==> src/hw/rtl/tet_pkg.sv <==
// ----------------------------------------------------------------------------
// tet_pkg: shared types and codes of the timer event table
// Item layouts, operation and status codes, and the per-tick result limit.
// ----------------------------------------------------------------------------
package tet_pkg;

    localparam int MAX_OUT = 16;
    localparam int TAG_W   = 16;
    localparam int SLOT_W  = 4;

    localparam logic [1:0] KIND_ONESHOT  = 2'd0;
    localparam logic [1:0] KIND_PERIODIC = 2'd1;
    localparam logic [1:0] KIND_CANCEL   = 2'd2;
    localparam logic [1:0] KIND_TICK     = 2'd3;

    localparam logic [2:0] STATUS_REGISTERED = 3'd0;
    localparam logic [2:0] STATUS_FULL       = 3'd1;
    localparam logic [2:0] STATUS_CANCELLED  = 3'd2;
    localparam logic [2:0] STATUS_NOT_FOUND  = 3'd3;
    localparam logic [2:0] STATUS_FIRED      = 3'd4;
    localparam logic [2:0] STATUS_NONE_DUE   = 3'd5;

    typedef struct packed {
        logic [1:0]        kind;
        logic [31:0]       deadline;
        logic [31:0]       period;
        logic [SLOT_W-1:0] handle;
        logic [TAG_W-1:0]  action_tag;
    } t_in_item;

    typedef struct packed {
        logic [2:0]        status;
        logic [SLOT_W-1:0] slot;
        logic [TAG_W-1:0]  fired_tag;
        logic              last;
    } t_out_item;

    // scan control from the sequencer to the selection unit
    typedef struct packed {
        logic clear;
        logic rd_vld;
        logic eligible;
    } t_scan_ctl;

endpackage

==> src/hw/rtl/timer_event_table.sv <==
// ----------------------------------------------------------------------------
// timer_event_table: table of one-shot and periodic timer slots
// Register, cancel and tick items; a tick fires every due slot, most overdue
// first, ties to the lower slot, at most MAX_OUT firings per tick.
// ----------------------------------------------------------------------------
// register / cancel: result in the cycle after accept, busy stays low (1 item/cycle)
// tick: one scan pass per firing plus a final pass that finds none; when MAX_OUT
//   fire, a flush state replaces that final pass; a fired result is held until
//   the next pass shows whether it is the final one and leaves the cycle after
// the scan rate is one slot per cycle, set by the single slot-memory read port
// results are one-cycle strobes on o_res_valid; the receiver cannot stall
// synchronous active-low reset frees every slot and zeroes the tick counter
module timer_event_table
    import tet_pkg::*;
#(
    parameter int TIMER_SLOTS = 16,
    parameter int TIME_BITS   = 32
) (
    input  logic      i_clk,
    input  logic      i_rst_n,
    input  logic      start,
    input  t_in_item  i_item,
    output logic      busy,
    output logic      o_res_valid,
    output t_out_item o_result
);

    localparam int AW = $clog2(TIMER_SLOTS);
    localparam int TW = TIME_BITS;
    localparam int DW = 2 * TW + TAG_W + 1;
    localparam int CW = $clog2(MAX_OUT + 1);

    // word layout: deadline | period | periodic | tag
    localparam int DL_HI  = DW - 1;
    localparam int PER_HI = DW - TW - 1;
    localparam int PC_BIT = TAG_W;

    localparam logic [2:0] S_IDLE  = 3'd0;
    localparam logic [2:0] S_SCAN  = 3'd1;
    localparam logic [2:0] S_DRAIN = 3'd2;
    localparam logic [2:0] S_EVAL  = 3'd3;
    localparam logic [2:0] S_FLUSH = 3'd4;

    // control state
    logic [2:0]             r_state, n_state;
    logic [TW-1:0]          r_tick, n_tick;
    logic [TIMER_SLOTS-1:0] r_valid, n_valid;
    logic [TIMER_SLOTS-1:0] r_picked, n_picked;
    logic [AW-1:0]          r_addr, n_addr;
    logic                   r_rd_vld;
    logic [CW-1:0]          r_cnt, n_cnt;
    logic                   r_res_valid, n_res_valid;

    // payload
    logic                   r_rd_elig;
    logic [AW-1:0]          r_rd_idx;
    logic [AW-1:0]          r_pend_slot, n_pend_slot;
    logic [TAG_W-1:0]       r_pend_tag, n_pend_tag;
    t_out_item              r_res, n_res;

    // memory and selection unit
    logic                   s_we;
    logic [AW-1:0]          s_waddr;
    logic [DW-1:0]          s_wdata;
    logic [DW-1:0]          s_rdata;
    logic                   s_clr;
    t_scan_ctl              s_ctl;
    logic                   s_found;
    logic [AW-1:0]          s_best_idx;
    logic [DW-1:0]          s_best_word;

    // lowest free slot
    logic                   s_free_ok;
    logic [AW-1:0]          s_free_idx;

    logic                   s_accept;
    logic [TW-1:0]          s_in_dl;
    logic [TW-1:0]          s_in_per;
    logic [TW-1:0]          s_rearm_dl;

    assign s_accept = start && !busy;
    assign s_in_dl  = TW'(i_item.deadline);
    assign s_in_per = TW'(i_item.period);
    assign s_rearm_dl = s_best_word[DL_HI -: TW] + s_best_word[PER_HI -: TW];

    always_comb begin
        s_free_ok  = 1'b0;
        s_free_idx = '0;
        for (int i = TIMER_SLOTS - 1; i >= 0; i--) begin
            if (!r_valid[i]) begin
                s_free_ok  = 1'b1;
                s_free_idx = AW'(i);
            end
        end
    end

    always_comb begin
        n_state     = r_state;
        n_tick      = r_tick;
        n_valid     = r_valid;
        n_picked    = r_picked;
        n_addr      = r_addr;
        n_cnt       = r_cnt;
        n_pend_slot = r_pend_slot;
        n_pend_tag  = r_pend_tag;
        n_res_valid = 1'b0;
        n_res       = '0;
        s_we        = 1'b0;
        s_waddr     = '0;
        s_wdata     = '0;
        s_clr       = 1'b0;

        case (r_state)
            S_IDLE: begin
                if (s_accept) begin
                    case (i_item.kind)
                        KIND_ONESHOT, KIND_PERIODIC: begin
                            n_res_valid = 1'b1;
                            n_res.last  = 1'b1;
                            if (s_free_ok) begin
                                s_we    = 1'b1;
                                s_waddr = s_free_idx;
                                if (i_item.kind == KIND_PERIODIC) begin
                                    s_wdata = {r_tick + s_in_per, s_in_per, 1'b1,
                                               i_item.action_tag};
                                end else begin
                                    s_wdata = {s_in_dl, {TW{1'b0}}, 1'b0,
                                               i_item.action_tag};
                                end
                                n_valid[s_free_idx] = 1'b1;
                                n_res.status = STATUS_REGISTERED;
                                n_res.slot   = SLOT_W'(s_free_idx);
                            end else begin
                                n_res.status = STATUS_FULL;
                            end
                        end
                        KIND_CANCEL: begin
                            n_res_valid = 1'b1;
                            n_res.last  = 1'b1;
                            n_res.slot  = i_item.handle;
                            if ((int'(i_item.handle) < TIMER_SLOTS) &&
                                r_valid[AW'(i_item.handle)]) begin
                                n_valid[AW'(i_item.handle)] = 1'b0;
                                n_res.status = STATUS_CANCELLED;
                            end else begin
                                n_res.status = STATUS_NOT_FOUND;
                            end
                        end
                        default: begin
                            // tick: advance time, then scan with the new value
                            n_tick   = r_tick + 1'b1;
                            n_picked = '0;
                            n_addr   = '0;
                            n_cnt    = '0;
                            s_clr    = 1'b1;
                            n_state  = S_SCAN;
                        end
                    endcase
                end
            end
            S_SCAN: begin
                if (r_addr == AW'(TIMER_SLOTS - 1)) begin
                    n_state = S_DRAIN;
                end else begin
                    n_addr = r_addr + 1'b1;
                end
            end
            S_DRAIN: begin
                // last read of the pass is being compared this cycle
                n_state = S_EVAL;
            end
            S_EVAL: begin
                if (s_found) begin
                    // the held firing is not the final one
                    if (r_cnt != '0) begin
                        n_res_valid     = 1'b1;
                        n_res.status    = STATUS_FIRED;
                        n_res.slot      = SLOT_W'(r_pend_slot);
                        n_res.fired_tag = r_pend_tag;
                    end
                    n_pend_slot          = s_best_idx;
                    n_pend_tag           = s_best_word[TAG_W-1:0];
                    n_cnt                = r_cnt + 1'b1;
                    n_picked[s_best_idx] = 1'b1;
                    // re-arm or free now; picked slots are skipped for the rest
                    // of this tick so later passes are unaffected
                    if (s_best_word[PC_BIT]) begin
                        s_we    = 1'b1;
                        s_waddr = s_best_idx;
                        s_wdata = {s_rearm_dl, s_best_word[PER_HI:0]};
                    end else begin
                        n_valid[s_best_idx] = 1'b0;
                    end
                    if (r_cnt == CW'(MAX_OUT - 1)) begin
                        n_state = S_FLUSH;
                    end else begin
                        n_addr  = '0;
                        s_clr   = 1'b1;
                        n_state = S_SCAN;
                    end
                end else begin
                    n_res_valid = 1'b1;
                    n_res.last  = 1'b1;
                    if (r_cnt != '0) begin
                        n_res.status    = STATUS_FIRED;
                        n_res.slot      = SLOT_W'(r_pend_slot);
                        n_res.fired_tag = r_pend_tag;
                    end else begin
                        n_res.status = STATUS_NONE_DUE;
                    end
                    n_state = S_IDLE;
                end
            end
            S_FLUSH: begin
                n_res_valid     = 1'b1;
                n_res.status    = STATUS_FIRED;
                n_res.slot      = SLOT_W'(r_pend_slot);
                n_res.fired_tag = r_pend_tag;
                n_res.last      = 1'b1;
                n_state         = S_IDLE;
            end
            default: begin
                n_state = S_IDLE;
            end
        endcase
    end

    always_ff @(posedge i_clk) begin
        if (!i_rst_n) begin
            r_state     <= S_IDLE;
            r_tick      <= '0;
            r_valid     <= '0;
            r_picked    <= '0;
            r_addr      <= '0;
            r_rd_vld    <= 1'b0;
            r_cnt       <= '0;
            r_res_valid <= 1'b0;
        end else begin
            r_state     <= n_state;
            r_tick      <= n_tick;
            r_valid     <= n_valid;
            r_picked    <= n_picked;
            r_addr      <= n_addr;
            r_rd_vld    <= (r_state == S_SCAN);
            r_cnt       <= n_cnt;
            r_res_valid <= n_res_valid;
        end
    end

    // read side-band travels with the memory latency
    always_ff @(posedge i_clk) begin
        r_rd_elig   <= r_valid[r_addr] && !r_picked[r_addr];
        r_rd_idx    <= r_addr;
        r_pend_slot <= n_pend_slot;
        r_pend_tag  <= n_pend_tag;
        r_res       <= n_res;
    end

    assign s_ctl.clear    = s_clr;
    assign s_ctl.rd_vld   = r_rd_vld;
    assign s_ctl.eligible = r_rd_elig;

    tet_slot_ram #(
        .DEPTH  (TIMER_SLOTS),
        .DATA_W (DW)
    ) u_ram (
        .i_clk   (i_clk),
        .i_we    (s_we),
        .i_waddr (s_waddr),
        .i_wdata (s_wdata),
        .i_raddr (r_addr),
        .o_rdata (s_rdata)
    );

    tet_sched #(
        .TIMER_SLOTS (TIMER_SLOTS),
        .TIME_BITS   (TIME_BITS)
    ) u_sched (
        .i_clk     (i_clk),
        .i_rst_n   (i_rst_n),
        .i_ctl     (s_ctl),
        .i_rd_idx  (r_rd_idx),
        .i_rd_data (s_rdata),
        .i_tick    (r_tick),
        .o_found   (s_found),
        .o_idx     (s_best_idx),
        .o_word    (s_best_word)
    );

    assign busy        = (r_state != S_IDLE);
    assign o_res_valid = r_res_valid;
    assign o_result    = r_res;

    // register and cancel answer with a single final result next cycle
    a_single_result: assert property (@(posedge i_clk) disable iff (!i_rst_n)
        (s_accept && (i_item.kind != KIND_TICK)) |=> (o_res_valid && o_result.last))
        else $error("register/cancel result missing");

    // a non-final result only appears while a tick is still being worked
    a_mid_tick: assert property (@(posedge i_clk) disable iff (!i_rst_n)
        (o_res_valid && !o_result.last) |-> busy)
        else $error("non-final result outside a tick");

    // firing count bounded by the per-tick limit
    a_cnt_bound: assert property (@(posedge i_clk) disable iff (!i_rst_n)
        r_cnt <= CW'(MAX_OUT))
        else $error("firing count overrun");

    // only fired results carry a tag
    a_tag_zero: assert property (@(posedge i_clk) disable iff (!i_rst_n)
        (o_res_valid && (o_result.status != STATUS_FIRED)) |-> (o_result.fired_tag == '0))
        else $error("tag on non-fired result");

endmodule

==> src/hw/rtl/tet_slot_ram.sv <==
// ----------------------------------------------------------------------------
// tet_slot_ram: slot storage
// One write port, one read port, read data registered.
// ----------------------------------------------------------------------------
module tet_slot_ram #(
    parameter int DEPTH  = 16,
    parameter int DATA_W = 81
) (
    input  logic                     i_clk,
    input  logic                     i_we,
    input  logic [$clog2(DEPTH)-1:0] i_waddr,
    input  logic [DATA_W-1:0]        i_wdata,
    input  logic [$clog2(DEPTH)-1:0] i_raddr,
    output logic [DATA_W-1:0]        o_rdata
);

    logic [DATA_W-1:0] r_mem [DEPTH];
    logic [DATA_W-1:0] r_rdata;

    always_ff @(posedge i_clk) begin
        if (i_we) begin
            r_mem[i_waddr] <= i_wdata;
        end
        r_rdata <= r_mem[i_raddr];
    end

    assign o_rdata = r_rdata;

endmodule

==> src/hw/rtl/tet_sched.sv <==
// ----------------------------------------------------------------------------
// tet_sched: due-slot selection
// Tracks the most overdue eligible slot over one pass of reads, lower slot
// wins a tie since slots arrive in ascending order.
// ----------------------------------------------------------------------------
module tet_sched
    import tet_pkg::*;
#(
    parameter int TIMER_SLOTS = 16,
    parameter int TIME_BITS   = 32
) (
    input  logic                           i_clk,
    input  logic                           i_rst_n,
    input  t_scan_ctl                      i_ctl,
    input  logic [$clog2(TIMER_SLOTS)-1:0] i_rd_idx,
    input  logic [2*TIME_BITS+TAG_W:0]     i_rd_data,
    input  logic [TIME_BITS-1:0]           i_tick,
    output logic                           o_found,
    output logic [$clog2(TIMER_SLOTS)-1:0] o_idx,
    output logic [2*TIME_BITS+TAG_W:0]     o_word
);

    localparam int AW = $clog2(TIMER_SLOTS);
    localparam int TW = TIME_BITS;
    localparam int DW = 2 * TW + TAG_W + 1;

    logic          r_found;
    logic [AW-1:0] r_idx;
    logic [TW-1:0] r_d;
    logic [DW-1:0] r_word;

    logic [TW-1:0] s_d;
    logic          s_take;

    // overdue amount, wrapped; msb set means not yet due
    assign s_d    = i_tick - i_rd_data[DW-1 -: TW];
    assign s_take = i_ctl.rd_vld && i_ctl.eligible && !s_d[TW-1] &&
                    (!r_found || (s_d > r_d));

    always_ff @(posedge i_clk) begin
        if (!i_rst_n) begin
            r_found <= 1'b0;
        end else if (i_ctl.clear) begin
            r_found <= 1'b0;
        end else if (s_take) begin
            r_found <= 1'b1;
        end
    end

    always_ff @(posedge i_clk) begin
        if (s_take) begin
            r_idx  <= i_rd_idx;
            r_d    <= s_d;
            r_word <= i_rd_data;
        end
    end

    assign o_found = r_found;
    assign o_idx   = r_idx;
    assign o_word  = r_word;

endmodule
==> config.mk <==
export PLATFORM = sky130hd
export DESIGN_NAME = timer_event_table
export DESIGN_NICKNAME = d
export VERILOG_FILES = /design/src/hw/rtl/tet_pkg.sv /design/src/hw/rtl/timer_event_table.sv /design/src/hw/rtl/tet_slot_ram.sv /design/src/hw/rtl/tet_sched.sv
export SDC_FILE = /design/constraint.sdc
export NUM_CORES = 2
export LEC_CHECK = 0
export BUFFER_PORTS_ARGS = -buffer_cell sky130_fd_sc_hd__buf_2
export CAP_MARGIN = 15
export CORE_ASPECT_RATIO = 0.7
export CORE_MARGIN = 2
export CORE_UTILIZATION = 40
export DETAILED_ROUTE_END_ITERATION = 10
export HOLD_SLACK_MARGIN = 0.03
export PLACE_DENSITY_LB_ADDON = 0.2
export SYNTH_ARGS = -nofsm -noshare
export SYNTH_HDL_FRONTEND = slang
export SYNTH_SLANG_ARGS = --single-unit
==> constraint.sdc <==
create_clock -name i_clk -period 11.4 [get_ports i_clk]
set_clock_uncertainty 0.15 [all_clocks]
set_input_delay 2.28 -clock i_clk [delete_from_list [all_inputs] [get_ports i_clk]]
set_output_delay 2.28 -clock i_clk [all_outputs]
set_load 0.03 [all_outputs]
==> impl_metrics.py <==
metrics = {
    "sta": {
        "finalCritPeriodShare_pct": 55.6,
        "fin_hold_ws_ps": 249,
        "setup_viol": 0,
        "tightest_slew_ps": 1130,
        "period_needed_ps": 6340,
        "drv_slew": 0,
        "maxSlewHeadroom_pct": 24.4,
        "fmax_mhz": 158,
        "final-hold-violation-count": 0,
        "rsz0062_at_grt": "false",
        "fin_setup_tns_ps": 0,
    },
    "pwr": {
        "fin_total_pwr_mw": 12.5,
        "peakVddDrop_uv": 146,
        "p_leak_nw": 24.7,
        "power.density_nw_per_um2": 168,
    },
    "synthesis": {
        "yosys_warnings": 0,
        "synth_nets": 3791,
        "synth-edff-count": 1433,
        "yosys_most_used_dff": "edfxtp_1",
        "syn_area_per_cell_um2": 18.4,
        "ys_ff_latch": 1622,
        "yosysSeqAreaShare_pct": 71.1,
        "syn_area_um2": 65800,
        "async_flop_share_pct": 0,
        "yosysUniqueCellTypes": 83,
        "synthCells": 3569,
    },
    "clock_tree": {
        "cts_setup_buffers": 0,
        "ctsResizeCount": 0,
        "cts_made_buffers": 159,
        "clkSinkCount": 1622,
        "path_clk_slew_ps": 60,
        "clk_path_buf_depth": 3,
        "htreeDepth": 4,
        "ctsHoldBuffers": 0,
        "clockRootBuffer": "clkbuf_16",
        "cts_tree": "done",
        "clk-insertion-delay-late_ps": 810,
    },
    "cells_and_area": {
        "final_cell_mix": "edfxtp_1 (1433), mux4_2 (411), dfxtp_1 (185)",
        "nets": 3998,
        "mostFrequentLayoutCell": "edfxtp_1",
        "drive_gt1_share_pct": 22.6,
        "syn2layout_area_growth_pct": 13.5,
        "fin_area_um2": 74700,
    },
    "routing": {
        "vias": 35000,
        "post_drt_wl_per_cell_um": 28.8,
        "drt-total-wl_um": 176000,
        "post-route-drc-count": 0,
        "drtIter0Drc": 4030,
        "vias_per_cell": 5.73,
        "ant_nets": 0,
        "first_pass_iters": 6,
    },
    "worst_setup_path": {
        "critical_path_class": "reg -> reg",
        "arrival_ps": 6610,
        "slowest_delay_ps": 790,
        "critPathBufInv": 1,
        "crit_required_ps": 11670,
        "path_max_fanout": 95,
        "cp_common_cell": "a21oi_1",
        "crit_path_start_kind": "flip-flop",
        "critical-path-top-delay-family": "compound AO/OA/AOI/OAI gates",
        "path_cells": "ha_1 -> and3_1 -> a221oi_1 -> o221a_2 -> a21oi_1 -> o21ai_0 -> nand2_1 -> a21oi_1 -> xnor2_1 -> ha_1 -> nand4_1 -> nor4_1 -> nand2_1 -> a21oi_1 -> o211ai_1 -> mux2i_4 -> buf_12",
        "cp-end-kind": "flip-flop",
        "crit_slowest_cell": "mux2i_4",
    },
    "floorplanning": {
        "die_y_um": 343,
        "ios": 115,
        "die_area_um2": 168000,
        "core_um2": 163000,
        "fp.dieW_um": 489,
        "rows": 124,
        "start_util_pct": 40.3,
    },
    "grt": {
        "grt_pass1_vias": 33700,
        "overflow": 0,
        "grtUsageTotal_pct": 21.0,
        "grt_start_max_net_pins": 115,
        "antenna_found_initial": 12,
        "grt_pass1_wl_um": 251000,
    },
    "min_path": {
        "hp-class": "reg -> reg",
    },
    "place": {
        "place_area_um2": 69400,
        "io_buffers": 114,
        "hpwl_um": 111000,
        "gp_congestion": 0.890,
    },
    "status": {
        "outcome": "complete, no violations",
    },
    "run": {
        "max-cap-violations": 0,
    },
}
-- synth_stat cells (all sizes together), types with 4 or more instances --
master  number  share of area (%)
a211oi      18               0.21
a21boi      12               0.14
a21o        46               0.52
a21oi      137                1.0
a221oi       7               0.10
a22o        53               0.71
a22oi        4              0.046
a311oi       4              0.053
a31oi       20               0.19
a32oi        9               0.12
a41oi        7              0.093
and2        27               0.26
and3        19               0.18
and4         6              0.084
buf         43               0.29
clkbuf     104               0.59
dfxtp      189                5.7
edfxtp    1433                 65
ha         130                2.5
inv        111               0.63
mux2i        8               0.12
mux4       411                 14
nand2      123               0.71
nand2b      16               0.15
nand3       47               0.38
nand4       32               0.33
nor2       143               0.84
nor2b       22               0.21
nor3        29               0.26
nor4        11               0.10
o211a        5              0.076
o211ai      22               0.25
o21a        16               0.18
o21ai       87               0.67
o21bai      16               0.18
o22ai       19               0.18
o31ai        8              0.091
or3         16               0.15
xnor2       54               0.72
xor2        52               0.69
-- metal layers --
layer / share of wire, % / vias to the layer above / routed length [um] / GRT usage, %
li1: - / 15000 / - / -
met1: 48 / 18400 / 84000 / 33.3
met2: 41 / 1410 / 72700 / 28.3
met3: 8.8 / 223 / 15600 / 5.14
met4: 2.1 / 2 / 3770 / 5.82
met5: 0.0074 / - / 13 / 0
-- cell families after synthesis --
kind of cell             after synthesis  share of synthesized area [%]
AO/OA/AOI/OAI                        526                           5.35
XOR/XNOR                             106                           1.41
adder cells (fa/ha/maj)              133                           2.56
buffers and inverters                258                           1.51
flip-flops                          1622                           71.1
multiplexers                         421                           14.2
AND/OR/NAND/NOR                      503                           3.82
-- worst paths after layout --
| check | start | to | slack, ps | cells past startpoint |
|---|---|---|---|---|
| max | r_tick[15]$_SDFFE_PN0P_ | u_sched.o_word[7]$_DFFE_PP_ | 5060 | 17 |
| min | u_ram.o_rdata[24]$_DFF_P_ | u_sched.o_word[24]$_DFFE_PP_ | 250 | 0 |
| max reg2reg | r_tick[15]$_SDFFE_PN0P_ | u_sched.o_word[7]$_DFFE_PP_ | 5060 | 17 |
| min reg2reg | u_ram.o_rdata[24]$_DFF_P_ | u_sched.o_word[24]$_DFFE_PP_ | 250 | 0 |
-- state kept, by name, summed over array words and instances, names as in the netlist, 5 cells and up --
| signal | cells |
|---|---|
| u_ram.r_mem | 1296 |
| u_ram.o_rdata | 81 |
| u_sched.o_word | 81 |
| r_tick | 32 |
| u_sched.r_d | 32 |
| o_result | 24 |
| r_pend_tag | 16 |
| r_picked | 16 |
| r_valid | 16 |
| r_cnt | 5 |
-- stage by stage --
stage	worst slack [ps]	std cells	utilization [%]
after floorplan	1260	3569	-
after global placement	4180	5812	42.5
after detailed placement	4190	5813	42.5
after CTS	4970	6109	45.7
after global routing	4590	6119	45.7
final	5060	6121	45.7
-- report_power, final --
group	internal (mW)	total [mW]	switching [mW]
clock	2.98	5.29	2.31
combinational	0.303	0.701	0.398
sequential	6.50	6.55	0.0507
-- layout make-up --
cell class,count,area [um^2]
Tap cell,2205,2760
Antenna cell,5,12.5
Timing Repair Buffer,193,1220
Multi-Input combinational cell,1689,18200
Fill cell,13800,88700
Clock inverter,59,716
Sequential cell,1622,46800
Clock buffer,237,4520
Inverter,111,417
Power figures use the tool's default switching activity.
